### config.mk
export PLATFORM = sky130hd
export DESIGN_NAME = pulse_distance_sensor_frame_decoder_flat
export DESIGN_NICKNAME = d
export VERILOG_FILES = /design/src/rtl/pdsd_pkg.sv /design/src/rtl/pdsd_if.sv /design/src/rtl/pdsd_cfg_regs.sv /design/src/rtl/pulse_distance_sensor_frame_decoder.sv /design/src/flat_wrapper.sv
export SDC_FILE = /design/constraint.sdc
export NUM_CORES = 1
export LEC_CHECK = 0
export ABC_AREA = 1
export ABC_CLOCK_PERIOD_IN_PS = 4600
export BUFFER_PORTS_ARGS = -buffer_cell sky130_fd_sc_hd__buf_2
export CORE_UTILIZATION = 45
export CTS_BUF_LIST = sky130_fd_sc_hd__clkbuf_4 sky130_fd_sc_hd__clkbuf_8
export CTS_CLUSTER_DIAMETER = 100
export DETAILED_ROUTE_END_ITERATION = 10
export MAX_ROUTING_LAYER = met4
export PLACE_DENSITY_LB_ADDON = 0.15
export SYNTH_ARGS = -nofsm -noshare
export SYNTH_HDL_FRONTEND = slang
export SYNTH_SLANG_ARGS = --single-unit
### constraint.sdc
create_clock -name clk -period 4.6 [get_ports clk]
set_input_delay 0.46 -clock clk [delete_from_list [all_inputs] [get_ports clk]]
set_output_delay 0.46 -clock clk [all_outputs]
set_load 0.005 [all_outputs]
### src/rtl/pdsd_pkg.sv
package pdsd_pkg;

	// Frame layout
	localparam int FRAME_BITS = 36;
	localparam int BIT_CNT_W  = 6;
	localparam int TS_W       = 32;
	localparam int CFG_W      = 16;
	localparam int CFG_IDX_W  = 3;

	// Accepted temperature range, tenths of a degree
	localparam int TEMP_MIN = -600;
	localparam int TEMP_MAX = 700;

	// Accepted sensor types
	localparam logic [3:0] TYPE_A = 4'd5;
	localparam logic [3:0] TYPE_B = 4'd9;

	// Result status codes
	typedef enum logic [3:0] {
		ST_WAIT     = 4'd0,
		ST_START    = 4'd1,
		ST_FALL_OK  = 4'd2,
		ST_NEXT_BIT = 4'd3,
		ST_PACKET   = 4'd4,
		ST_BAD_HIGH = 4'd5,
		ST_BAD_GAP  = 4'd6,
		ST_BAD_TEMP = 4'd7,
		ST_BAD_TYPE = 4'd8
	} status_t;

	// Configuration register indexes
	typedef enum logic [CFG_IDX_W-1:0] {
		REG_SYNC_GAP_MIN   = 3'd0,
		REG_HIGH_PULSE_MIN = 3'd1,
		REG_HIGH_PULSE_MAX = 3'd2,
		REG_ZERO_GAP_MIN   = 3'd3,
		REG_ZERO_GAP_MAX   = 3'd4,
		REG_ONE_GAP_MIN    = 3'd5,
		REG_ONE_GAP_MAX    = 3'd6,
		REG_UNUSED         = 3'd7
	} reg_idx_t;

	// Register reset values
	localparam logic [CFG_W-1:0] RST_SYNC_GAP_MIN   = 16'd8900;
	localparam logic [CFG_W-1:0] RST_HIGH_PULSE_MIN = 16'd400;
	localparam logic [CFG_W-1:0] RST_HIGH_PULSE_MAX = 16'd600;
	localparam logic [CFG_W-1:0] RST_ZERO_GAP_MIN   = 16'd1900;
	localparam logic [CFG_W-1:0] RST_ZERO_GAP_MAX   = 16'd2100;
	localparam logic [CFG_W-1:0] RST_ONE_GAP_MIN    = 16'd3900;
	localparam logic [CFG_W-1:0] RST_ONE_GAP_MAX    = 16'd4100;

	// Timing windows handed from the register file to the decoder
	typedef struct packed {
		logic [CFG_W-1:0] sync_gap_min;
		logic [CFG_W-1:0] high_pulse_min;
		logic [CFG_W-1:0] high_pulse_max;
		logic [CFG_W-1:0] zero_gap_min;
		logic [CFG_W-1:0] zero_gap_max;
		logic [CFG_W-1:0] one_gap_min;
		logic [CFG_W-1:0] one_gap_max;
	} cfg_t;

endpackage

### src/rtl/pdsd_if.sv
// Edge event channel
interface pdsd_evt_if;
	logic                           valid;
	logic                           ready;
	logic                           rising;
	logic [pdsd_pkg::TS_W-1:0]      timestamp;

	modport source (output valid, rising, timestamp, input ready);
	modport sink   (input valid, rising, timestamp, output ready);
endinterface

// Decode result channel
interface pdsd_res_if;
	logic              valid;
	logic              ready;
	logic [3:0]        status;
	logic              packet_valid;
	logic [7:0]        humidity;
	logic signed [10:0] temperature;
	logic [1:0]        channel;
	logic              battery_low;
	logic [7:0]        sensor_id;
	logic [3:0]        sensor_type;

	modport source (output valid, status, packet_valid, humidity, temperature, channel,
		battery_low, sensor_id, sensor_type, input ready);
	modport sink   (input valid, status, packet_valid, humidity, temperature, channel,
		battery_low, sensor_id, sensor_type, output ready);
endinterface

// Configuration write channel
interface pdsd_cfg_if;
	logic                              valid;
	logic                              ready;
	logic [pdsd_pkg::CFG_IDX_W-1:0]    index;
	logic [pdsd_pkg::CFG_W-1:0]        data;

	modport source (output valid, index, data, input ready);
	modport sink   (input valid, index, data, output ready);
endinterface

### src/rtl/pdsd_cfg_regs.sv
module pdsd_cfg_regs (
	input  logic               clk,
	input  logic               arst_n,
	pdsd_cfg_if.sink           cfg,
	output pdsd_pkg::cfg_t     regs
);

	pdsd_pkg::cfg_t regs_q;

	// Writes are always taken
	assign cfg.ready = 1'b1;
	assign regs      = regs_q;

	// Register file; writes to the unused index are dropped
	always_ff @(posedge clk or negedge arst_n) begin
		if (!arst_n) begin
			regs_q.sync_gap_min   <= pdsd_pkg::RST_SYNC_GAP_MIN;
			regs_q.high_pulse_min <= pdsd_pkg::RST_HIGH_PULSE_MIN;
			regs_q.high_pulse_max <= pdsd_pkg::RST_HIGH_PULSE_MAX;
			regs_q.zero_gap_min   <= pdsd_pkg::RST_ZERO_GAP_MIN;
			regs_q.zero_gap_max   <= pdsd_pkg::RST_ZERO_GAP_MAX;
			regs_q.one_gap_min    <= pdsd_pkg::RST_ONE_GAP_MIN;
			regs_q.one_gap_max    <= pdsd_pkg::RST_ONE_GAP_MAX;
		end else if (cfg.valid) begin
			unique case (pdsd_pkg::reg_idx_t'(cfg.index))
				pdsd_pkg::REG_SYNC_GAP_MIN:   regs_q.sync_gap_min   <= cfg.data;
				pdsd_pkg::REG_HIGH_PULSE_MIN: regs_q.high_pulse_min <= cfg.data;
				pdsd_pkg::REG_HIGH_PULSE_MAX: regs_q.high_pulse_max <= cfg.data;
				pdsd_pkg::REG_ZERO_GAP_MIN:   regs_q.zero_gap_min   <= cfg.data;
				pdsd_pkg::REG_ZERO_GAP_MAX:   regs_q.zero_gap_max   <= cfg.data;
				pdsd_pkg::REG_ONE_GAP_MIN:    regs_q.one_gap_min    <= cfg.data;
				pdsd_pkg::REG_ONE_GAP_MAX:    regs_q.one_gap_max    <= cfg.data;
				default: begin
				end
			endcase
		end
	end

endmodule

### src/rtl/pulse_distance_sensor_frame_decoder.sv
// Pulse-distance sensor frame decoder. Each edge event (direction and a free-running
// 32-bit timestamp) yields exactly one result transaction with a status code; a
// complete 36-bit frame whose temperature lies in -60.0..70.0 degrees and whose type
// is 5 or 9 comes out with status packet, packet_valid high and the unpacked fields,
// and every other result carries zeros in those fields. One event is taken per cycle
// while results are taken: an event is captured in the input register, the gap windows
// and frame checks are evaluated combinationally from it, and the result register then
// presents the status and fields. The user must write the timing windows over the cfg
// channel only while no event is in flight; the block does not enforce this. A decode
// error or a finished frame returns the decoder to idle.
module pulse_distance_sensor_frame_decoder (
	input  logic       clk,
	input  logic       arst_n,
	pdsd_evt_if.sink   evt,
	pdsd_res_if.source res,
	pdsd_cfg_if.sink   cfg
);

	pdsd_pkg::cfg_t regs;

	pdsd_cfg_regs u_regs (
		.clk    (clk),
		.arst_n (arst_n),
		.cfg    (cfg),
		.regs   (regs)
	);

	// Input register
	logic                            v_s1;
	logic                            rising_s1;
	logic [pdsd_pkg::TS_W-1:0]       ts_s1;

	// Decoder state
	logic [pdsd_pkg::TS_W-1:0]       last_q;
	logic                            rx_q;
	logic [pdsd_pkg::BIT_CNT_W-1:0]  cnt_q;
	logic [pdsd_pkg::FRAME_BITS-1:0] shift_q;

	// Result register
	logic                            v_s2;
	pdsd_pkg::status_t               status_s2;
	logic                            pkt_s2;
	logic [7:0]                      hum_s2;
	logic signed [10:0]              temp_s2;
	logic [1:0]                      chan_s2;
	logic                            batt_s2;
	logic [7:0]                      id_s2;
	logic [3:0]                      type_s2;

	logic adv;

	assign adv       = v_s1 && (!v_s2 || res.ready);
	assign evt.ready = !v_s1 || adv;

	// Decode of the event held in the input register
	logic [pdsd_pkg::TS_W-1:0]       gap;
	logic                            in_high, in_zero, in_one, in_sync;
	logic [pdsd_pkg::FRAME_BITS-1:0] shift_nxt;
	logic [pdsd_pkg::BIT_CNT_W-1:0]  cnt_inc;
	logic signed [11:0]              temp12;
	logic                            temp_ok, type_ok;
	logic                            rx_nxt;
	logic [pdsd_pkg::BIT_CNT_W-1:0]  cnt_nxt;
	logic [pdsd_pkg::FRAME_BITS-1:0] shift_upd;
	pdsd_pkg::status_t               status_nxt;

	always_comb begin
		gap     = ts_s1 - last_q;
		in_sync = gap >= {16'd0, regs.sync_gap_min};
		in_high = (gap >= {16'd0, regs.high_pulse_min}) && (gap <= {16'd0, regs.high_pulse_max});
		in_zero = (gap >= {16'd0, regs.zero_gap_min}) && (gap <= {16'd0, regs.zero_gap_max});
		in_one  = (gap >= {16'd0, regs.one_gap_min}) && (gap <= {16'd0, regs.one_gap_max});

		shift_nxt = {shift_q[pdsd_pkg::FRAME_BITS-2:0], !in_zero};
		cnt_inc   = cnt_q + pdsd_pkg::BIT_CNT_W'(1);
		temp12    = $signed(shift_nxt[19:8]);
		temp_ok   = (temp12 >= 12'(pdsd_pkg::TEMP_MIN)) && (temp12 <= 12'(pdsd_pkg::TEMP_MAX));
		type_ok   = (shift_nxt[35:32] == pdsd_pkg::TYPE_A) ||
		            (shift_nxt[35:32] == pdsd_pkg::TYPE_B);

		rx_nxt     = rx_q;
		cnt_nxt    = cnt_q;
		shift_upd  = shift_q;
		status_nxt = pdsd_pkg::ST_WAIT;

		if (!rx_q) begin
			// idle: wait for a long gap before a rising edge
			if (rising_s1 && in_sync) begin
				rx_nxt     = 1'b1;
				cnt_nxt    = '0;
				shift_upd  = '0;
				status_nxt = pdsd_pkg::ST_START;
			end
		end else if (!rising_s1) begin
			// falling edge: check high pulse width
			if (in_high) begin
				status_nxt = pdsd_pkg::ST_FALL_OK;
			end else begin
				rx_nxt     = 1'b0;
				status_nxt = pdsd_pkg::ST_BAD_HIGH;
			end
		end else if (!in_zero && !in_one) begin
			rx_nxt     = 1'b0;
			status_nxt = pdsd_pkg::ST_BAD_GAP;
		end else begin
			// rising edge: shift in a data bit, zero window wins on overlap
			shift_upd = shift_nxt;
			cnt_nxt   = cnt_inc;
			if (cnt_inc < pdsd_pkg::BIT_CNT_W'(pdsd_pkg::FRAME_BITS)) begin
				status_nxt = pdsd_pkg::ST_NEXT_BIT;
			end else begin
				rx_nxt = 1'b0;
				if (!temp_ok) begin
					status_nxt = pdsd_pkg::ST_BAD_TEMP;
				end else if (!type_ok) begin
					status_nxt = pdsd_pkg::ST_BAD_TYPE;
				end else begin
					status_nxt = pdsd_pkg::ST_PACKET;
				end
			end
		end
	end

	// Input register control
	always_ff @(posedge clk or negedge arst_n) begin
		if (!arst_n) begin
			v_s1 <= 1'b0;
		end else if (evt.ready) begin
			v_s1 <= evt.valid;
		end
	end

	always_ff @(posedge clk) begin
		if (evt.ready && evt.valid) begin
			rising_s1 <= evt.rising;
			ts_s1     <= evt.timestamp;
		end
	end

	// Decoder state, updated as each event moves to the result register
	always_ff @(posedge clk or negedge arst_n) begin
		if (!arst_n) begin
			last_q  <= '0;
			rx_q    <= 1'b0;
			cnt_q   <= '0;
			shift_q <= '0;
		end else if (adv) begin
			last_q  <= ts_s1;
			rx_q    <= rx_nxt;
			cnt_q   <= cnt_nxt;
			shift_q <= shift_upd;
		end
	end

	// Result register
	always_ff @(posedge clk or negedge arst_n) begin
		if (!arst_n) begin
			v_s2 <= 1'b0;
		end else if (adv) begin
			v_s2 <= 1'b1;
		end else if (res.ready) begin
			v_s2 <= 1'b0;
		end
	end

	always_ff @(posedge clk) begin
		if (adv) begin
			status_s2 <= status_nxt;
			if (status_nxt == pdsd_pkg::ST_PACKET) begin
				pkt_s2  <= 1'b1;
				hum_s2  <= shift_nxt[7:0];
				temp_s2 <= temp12[10:0];
				chan_s2 <= shift_nxt[21:20];
				batt_s2 <= shift_nxt[23];
				id_s2   <= shift_nxt[31:24];
				type_s2 <= shift_nxt[35:32];
			end else begin
				pkt_s2  <= 1'b0;
				hum_s2  <= '0;
				temp_s2 <= '0;
				chan_s2 <= '0;
				batt_s2 <= 1'b0;
				id_s2   <= '0;
				type_s2 <= '0;
			end
		end
	end

	assign res.valid        = v_s2;
	assign res.status       = status_s2;
	assign res.packet_valid = pkt_s2;
	assign res.humidity     = hum_s2;
	assign res.temperature  = temp_s2;
	assign res.channel      = chan_s2;
	assign res.battery_low  = batt_s2;
	assign res.sensor_id    = id_s2;
	assign res.sensor_type  = type_s2;

endmodule

### src/flat_wrapper.sv
// flat-port wrapper written by rule: the top's interface ports become plain ports
module pulse_distance_sensor_frame_decoder_flat 
  (clk, arst_n, evt_valid, evt_rising, evt_timestamp, evt_ready, res_valid, res_status, res_packet_valid, res_humidity, res_temperature, res_channel, res_battery_low, res_sensor_id, res_sensor_type, res_ready, cfg_valid, cfg_index, cfg_data, cfg_ready);
  pdsd_evt_if evt_i ();
  pdsd_res_if res_i ();
  pdsd_cfg_if cfg_i ();
  input  logic clk;
  input  logic arst_n;
  input wire logic [$bits(evt_i.valid)-1:0] evt_valid;
  input wire logic [$bits(evt_i.rising)-1:0] evt_rising;
  input wire logic [$bits(evt_i.timestamp)-1:0] evt_timestamp;
  output wire logic [$bits(evt_i.ready)-1:0] evt_ready;
  output wire logic [$bits(res_i.valid)-1:0] res_valid;
  output wire logic [$bits(res_i.status)-1:0] res_status;
  output wire logic [$bits(res_i.packet_valid)-1:0] res_packet_valid;
  output wire logic [$bits(res_i.humidity)-1:0] res_humidity;
  output wire logic [$bits(res_i.temperature)-1:0] res_temperature;
  output wire logic [$bits(res_i.channel)-1:0] res_channel;
  output wire logic [$bits(res_i.battery_low)-1:0] res_battery_low;
  output wire logic [$bits(res_i.sensor_id)-1:0] res_sensor_id;
  output wire logic [$bits(res_i.sensor_type)-1:0] res_sensor_type;
  input wire logic [$bits(res_i.ready)-1:0] res_ready;
  input wire logic [$bits(cfg_i.valid)-1:0] cfg_valid;
  input wire logic [$bits(cfg_i.index)-1:0] cfg_index;
  input wire logic [$bits(cfg_i.data)-1:0] cfg_data;
  output wire logic [$bits(cfg_i.ready)-1:0] cfg_ready;
  assign evt_i.valid = evt_valid;
  assign evt_i.rising = evt_rising;
  assign evt_i.timestamp = evt_timestamp;
  assign evt_ready = evt_i.ready;
  assign res_valid = res_i.valid;
  assign res_status = res_i.status;
  assign res_packet_valid = res_i.packet_valid;
  assign res_humidity = res_i.humidity;
  assign res_temperature = res_i.temperature;
  assign res_channel = res_i.channel;
  assign res_battery_low = res_i.battery_low;
  assign res_sensor_id = res_i.sensor_id;
  assign res_sensor_type = res_i.sensor_type;
  assign res_i.ready = res_ready;
  assign cfg_i.valid = cfg_valid;
  assign cfg_i.index = cfg_index;
  assign cfg_i.data = cfg_data;
  assign cfg_ready = cfg_i.ready;
  pulse_distance_sensor_frame_decoder u_core (.clk(clk), .arst_n(arst_n), .evt(evt_i), .res(res_i), .cfg(cfg_i));
endmodule
; After elaboration in Yosys (flattened, before gate mapping)
; Index checks and enable logic that the tools add are counted.
; W data, S select, Z words.
[totals]
register_bits = 260
in_bits = 57
output_inout_bits = 42
word_cells = 97
[op_classes]
n_addsub = 2
order_cmp = 10
eq_ne = 11
n_mux = 25
n_reduce_logical = 26
[ops]
columns = cell, count
row1 = $mux W35, 4
row2 = $ge A32 B16 Y1, 4
row3 = $le A32 B16 Y1, 3
row4 = $sub A32 B32 Y32, 1
row5 = $mux W4, 6
row6 = $mux W6, 4
row7 = $reduce_and A2 Y1, 7
row8 = $ge A12 B11 Y1 const B, 1
row9 = $le A12 B11 Y1 const B, 1
row10 = $mux W1, 10
row11 = $eq A3 B3 Y1 const B, 3
row12 = $eq A4 B3 Y1 const B, 2
row13 = $logic_and A1 B1 Y1, 8
row14 = $add A6 B1 Y6 const B, 1
row15 = $eq A3 B2 Y1 const B, 2
row16 = $lt A6 B6 Y1 const B, 1
row17 = $eq A4 B4 Y1 const B, 1
row18 = $logic_not A1 Y1, 4
row19 = $reduce_and A4 Y1, 1
row20 = $reduce_bool A2 Y1, 2
row21 = $eq A3 B1 Y1 const B, 1
row22 = $logic_not A3 Y1, 1
row23 = $logic_or A1 B1 Y1, 3
row24 = $mux W3, 1
row25 = 2 further kinds, 2

; Logic depth before layout (Yosys ltp)
[depth]
depth_word = 10
mapped_depth = 28
ltp_nobuf = 27

; Cells and area by module
; From an unflattened synthesis, not the netlist that was laid out.
[hier_totals]
hier_cells = 1953
area_unflattened_um2 = 15486.1
[modules_own_cells]
columns = mod, n_inst, cells_per_inst, area_each_um2, seq_area_each_um2
row1 = pulse_distance_sensor_frame_decoder, 1, 1457, 11066.9, 4063.9
row2 = pdsd_cfg_regs, 1, 496, 4419.2, 2844.0

; Least setup slack after synthesis
; Ideal clock, no wire load.
[synth_timing]
path_kind = register -> register
startpoint = register u_core.last_q[0] (netlist name)
endpoint = register u_core.hum_s2[0], in the netlist u_core.res.humidity[0], data pin
setup_ns = 0.258
t_arrival_ns = 3.301
required_time_ns = 4.342
path_slack_ns = 1.040
stages_incl_launch_ff = 23
n_path_buf = 1
period_less_slack_ns = 3.560
path_cell_list = dfrtp_1 -> ha_1 -> fa_1 -> inv_1 -> nand3_1 -> nand3_1 -> nand2_1 -> nand3_2 -> xor2_1 -> ha_1 -> nand4_1 -> a21oi_1 -> nor3_1 -> nand3_1 -> nand2_1 -> nand2_1 -> nand2_1 -> nand4_1 -> nor2_1 -> a21oi_2 -> nand3_4 -> buf_12 -> nor2_4
[synth_via]
elab_chain_cells = 9
elab_cells_between_ends = 21
cone_classes = add/sub (1) / order compare (7) / eq/ne (1) / mux (5) / reduce/logical (7)
[synth_rtl]
columns = element, line_no
row1 = start: declaration, pulse_distance_sensor_frame_decoder.sv:34  ; logic [pdsd_pkg::TS_W-1:0] last_q;
row2 = start signal: assignment, pulse_distance_sensor_frame_decoder.sv:148  ; last_q <= ts_s1;
row3 = $sub A32 B32 Y32 (*), pulse_distance_sensor_frame_decoder.sv:68  ; gap = ts_s1 - last_q;
row4 = "$ge A32 B16 Y1, or another cell as far along", pulse_distance_sensor_frame_decoder.sv:71  ; in_zero = (gap >= {16'd0, regs.zero_gap_min}) && (gap <= {16'd0, regs.zero_gap_max});
row5 = "$logic_and A1 B1 Y1, on equally long branches", "pulse_distance_sensor_frame_decoder.sv:71, pulse_distance_sensor_frame_decoder.sv:72"
row6 = "$logic_not A1 Y1, on equally long branches", "pulse_distance_sensor_frame_decoder.sv:74, pulse_distance_sensor_frame_decoder.sv:102"
row7 = $logic_and A1 B1 Y1, pulse_distance_sensor_frame_decoder.sv:102  ; end else if (!in_zero && !in_one) begin
row8 = $mux W4, pulse_distance_sensor_frame_decoder.sv:102
row9 = $mux W4, pulse_distance_sensor_frame_decoder.sv:94  ; end else if (!rising_s1) begin
row10 = $mux W4, pulse_distance_sensor_frame_decoder.sv:86  ; if (!rx_q) begin
row11 = $eq A4 B3 Y1, pulse_distance_sensor_frame_decoder.sv:169  ; if (status_nxt == pdsd_pkg::ST_PACKET) begin
row12 = end signal: assignment, pulse_distance_sensor_frame_decoder.sv:171  ; hum_s2 <= shift_nxt[7:0];
row13 = end: declaration, pulse_distance_sensor_frame_decoder.sv:43  ; logic [7:0] hum_s2;
; Every way passes the cells marked *; elsewhere a longest branch is shown, timed or not.
; A chain may end at the register's enable or synchronous reset.

; Worst setup path after layout
; Ends and elaborated chain as after synthesis.

==> results.py <==
metrics = {
    "power_and_ir_drop": {
        "ir_worst_vdd_v": 0.000209,
        "static-leakage-power_nw": 8.90,
        "total_power_w": 0.00971,
        "power_density_nw_per_um2": 549,
    },
    "timing": {
        "timing.slew.headroom_pct": 22.1,
        "worst-slew-pin-transition_ns": 1.17,
        "timing.final.max_slew_violations": 0,
        "grt_setup_unrepaired": "false",
        "final.setup_skew_ns": 0.0270,
        "setup_viol_count_final": 0,
        "min_period_ns": 4.20,
        "finalHoldViolations": 3,
        "worst_slack_ns": 0.398,
        "min_period_over_period_pct": 91.4,
        "fin_tns_setup_ns": 0,
        "fin_hold_ws_ns": -0.0326,
        "fmax_ghz": 0.238,
    },
    "layout": {
        "share_of_layout_cells_above_drive_strength_1_pct": 15.7,
        "finalNonFillerCells": 2515,
        "number_of_nets_in_the_finished_design": 2230,
        "n_antenna_cell": 0,
        "sequential_cell_area_sq_um": 6910,
        "multiInputGateArea_sq_um": 6850,
        "num-fill-cells": 3264,
        "finish.utilization_pct": 52.8,
        "area_growth_syn_to_layout_pct": 15.6,
    },
    "clock_network": {
        "cts_buffer_depth": 3,
        "cts.root.buffer_cell": "sky130_fd_sc_hd__clkbuf_8",
        "worstSkewPairLatency_ns": 0.59,
        "cts.clk_slew.worst_paths_ns": 0.06,
        "clock_tree.htree_level_count": 2,
        "cts_tree": "built",
        "tritoncts.num_buffers": 47,
        "cts_sinks": 260,
    },
    "place": {
        "detailedPlace.worstSlack_ns": 0.421,
        "dp.cells": 2404,
        "gp_congestion": 0.883,
        "portBuffers": 97,
        "dp_hpwl_um": 26000,
    },
    "critical_path": {
        "crit_path_cell_trace": "ha_1, fa_1, inv_1, nand3_1, nand3_1, nand2_1, nand3_2, xor2_1, buf_4, ha_1, nand4_1, a21oi_1, nor3_1, nand3_1, nand2_1, nand2_1, nand2_1, nand4_1, nor2_1, a21oi_2, nand3_4, clkbuf_16, nor2_4",
        "path_class": "register to register",
        "cp-end-kind": "register",
        "worst_path_largest_cell_delay_ns": 0.40,
        "timing.critical_path.arrival_ns": 4.54,
        "crit_path_top_cell_by_count": "sky130_fd_sc_hd__nand2_1",
        "timing.critical_path.fanout_max": 17,
        "cpMaxStageDelayCell": "sky130_fd_sc_hd__fa_1",
        "start_kind": "register",
        "critical_path.top_delay_family": "simple AND/OR/NAND/NOR gates",
        "required_ns": 4.94,
        "worst-path-buf-inv": 3,
    },
    "global_routing": {
        "first_pass_grt_wire_length_um": 58900,
        "grt_antenna_before_repair": 0,
        "largest_net_degree_at_the_start_of_global_routing": 109,
        "globalRoute.totalOverflow": 0,
        "grt_util_all_layers_pct": 21.6,
        "first_global_vias": 11572,
    },
    "hold_path": {
        "hold_path.class": "input port to async pin",
    },
    "floorplanning": {
        "die-width_um": 186,
        "core.rowCount": 67,
        "initial_utilization_pct": 45.7,
        "core_sq_um": 33500,
        "die_area_sq_um": 34800,
        "floorplan.io_pins": 99,
        "die_y_extent_um": 186,
    },
    "detailed_routing": {
        "drc_errors": 0,
        "num_vias": 12030,
        "wl_per_cell_um": 14.2,
        "avgViaCountPerCell": 4.78,
        "initialDrtViolationCount": 721,
        "wirelength_um": 35800,
        "postRouteAntennaNets": 0,
        "drt_first_pass_iters": 5,
    },
    "yosys": {
        "synth_warnings": 0,
        "netlist_area_sq_um": 15300,
        "count_of_mapped_cells_out_of_synthesis": 1878,
        "synth_unique_cells": 45,
        "synth.yosys.seq_area_share_pct": 45.1,
        "postSynthRegisterBits": 260,
        "post_synth.cell_area_avg_sq_um": 8.15,
        "synthesis.nets": 2080,
    },
    "status": {
        "outcome": "finished, violations left",
        "failed_checks": "hold timing",
    },
    "flow_run": {
        "cap_viol_max_count": 0,
    },
}
-- worst paths after layout --
check                                                         from                              endpoint  slack (ns)  cells past startpoint
worst max-delay path                  u_core.last_q[0]$_DFFE_PN0P_  u_core.res.humidity[0]$_SDFFCE_PP0P_        0.40                     23
worst min-delay path                                        arst_n    u_core.u_regs.regs[23]$_DFFE_PN0P_       -0.03                      1
worst max register to register        u_core.last_q[0]$_DFFE_PN0P_  u_core.res.humidity[0]$_SDFFCE_PP0P_        0.40                     23
worst min register to register  u_core.u_regs.regs[40]$_DFFE_PN0P_    u_core.u_regs.regs[40]$_DFFE_PN0P_        0.48                      2
max in group asynchronous                                   arst_n    u_core.u_regs.regs[43]$_DFFE_PN1P_        3.62                      2
min in group clk                                  evt_timestamp[5]             u_core.ts_s1[5]$_DFFE_PP_        0.06                      1
-- per-layer routing --
metal | share of wire, % | wire length, um | vias to the layer above | GRT usage [%]
met5 | 0 | 0 | - | -
met4 | 2.0 | 710 | 0 | 5.90
met3 | 3.8 | 1350 | 54 | 2.84
met2 | 44 | 15700 | 223 | 32.7
met1 | 50 | 18000 | 5524 | 30.5
li1 | - | - | 6229 | -
-- stage by stage --
| step | hold WS, ns | cell area (sq um) |
|---|---|---|
| 3_5_place_dp | 0.473 | 16300 |
| 3_3_place_gp | 0.466 | 16300 |
| 4_1_cts | 0.000877 | 17700 |
| 5_1_grt | 0.0288 | 17700 |
| 6_report | -0.0326 | 17700 |
| 2_1_floorplan | 0.164 | 15300 |
-- cells in the mapped netlist, drive strengths merged --
library cell	instances	area [sq um]
and3	2	12.5
nand3b	8	60.1
xnor2	1	8.76
nor4	2	12.5
o21ai	194	975
inv	356	1340
o2111ai	1	8.76
o21a	1	7.51
conb	2	7.51
edfxtp	72	2160
nor2	119	662
nand4	17	106
clkdlybuf4s50	1	10.0
buf	8	88.8
o21bai	5	37.5
a21oi	64	328
clkinv	2	7.51
dfstp	33	867
and2	3	18.8
ha	144	1800
nand3	49	283
xor2	18	158
fa	1	20.0
nor3	12	70.1
nand2	565	2180
clkbuf	31	116
or2	1	6.26
o211ai	2	15.0
a31oi	2	12.5
dfrtp	155	3880
a211oi	6	45.0
or3	1	6.26
-- registers in the layout, summed over array words and instances, names as in the netlist, 2 cells and up --
name,flops
u_core.last_q,32
u_core.ts_s1,32
u_core.res.channel,2
u_core.cnt_q,6
u_core.res.status,4
u_core.res.sensor_id,8
u_core.shift_q,35
u_core.u_regs.regs,112
u_core.res.humidity,8
u_core.res.temperature,11
u_core.res.sensor_type,4
-- power by group --
part | leakage [nW] | switching (W) | internal, W
clock | 0.585 | 0.00101 | 0.00147
sequential | 3.05 | 0.000160 | 0.00277
combinational | 5.27 | 0.00269 | 0.00160
-- logic make-up after synthesis --
group | after synthesis | synth area share (%)
buffers and inverters | 398 | 10.2
AOI/OAI and AO/OA | 275 | 9.33
xor gates and xnor gates | 19 | 1.09
other | 2 | 0.0490
DFF | 260 | 45.1
adders and majority gates | 145 | 11.9
and+or+nand+nor | 779 | 22.3
-- layout by cell type, fill, tap and decap left out, types with 3 or more instances in the layout --
cell type and n:
sky130_fd_sc_hd__nor3_1 10, sky130_fd_sc_hd__dlygate4sd3_1 22, sky130_fd_sc_hd__nand3b_1 8, sky130_fd_sc_hd__a21oi_1 62, sky130_fd_sc_hd__o21bai_1 5, sky130_fd_sc_hd__nand4_1 17, sky130_fd_sc_hd__dfrtp_1 155, sky130_fd_sc_hd__nor2_1 77
sky130_fd_sc_hd__xor2_1 18, sky130_fd_sc_hd__clkbuf_4 10, sky130_fd_sc_hd__nand3_1 43, sky130_fd_sc_hd__nor2_2 20, sky130_fd_sc_hd__ha_1 144, sky130_fd_sc_hd__nand3_2 5, sky130_fd_sc_hd__bufinv_16 3, sky130_fd_sc_hd__nor2_4 22
sky130_fd_sc_hd__clkbuf_8 63, sky130_fd_sc_hd__o21ai_0 192, sky130_fd_sc_hd__buf_4 19, sky130_fd_sc_hd__inv_1 348, sky130_fd_sc_hd__buf_2 96, sky130_fd_sc_hd__dfstp_2 33, sky130_fd_sc_hd__clkinv_1 3, sky130_fd_sc_hd__nand2_2 22
sky130_fd_sc_hd__nand2_1 542, sky130_fd_sc_hd__and2_1 3, sky130_fd_sc_hd__edfxtp_1 72, sky130_fd_sc_hd__inv_2 8, sky130_fd_sc_hd__a211oi_1 6, sky130_fd_sc_hd__clkinv_2 8
-- final cells by class --
cell class / count / area share (%)
Multi-Input combinational cell: 1220 / 38.7
Clock buffer: 72 / 5.24
Clock inverter: 16 / 1.04
Timing Repair Buffer: 141 / 5.25
Sequential cell: 260 / 39.0
Inverter: 358 / 7.60
Tap cell: 448 / 3.17
-- timing repair --
item / 4_1_cts / 5_1_grt
buffers inserted: 0 / 0
endpoints found under the setup margin: 0 / 6
hold buffers: 22 / 0
gates resized for setup: 0 / 1
endpoints found under the hold margin: 22 / 0
Note: power is estimated with default switching activity, not from simulation.
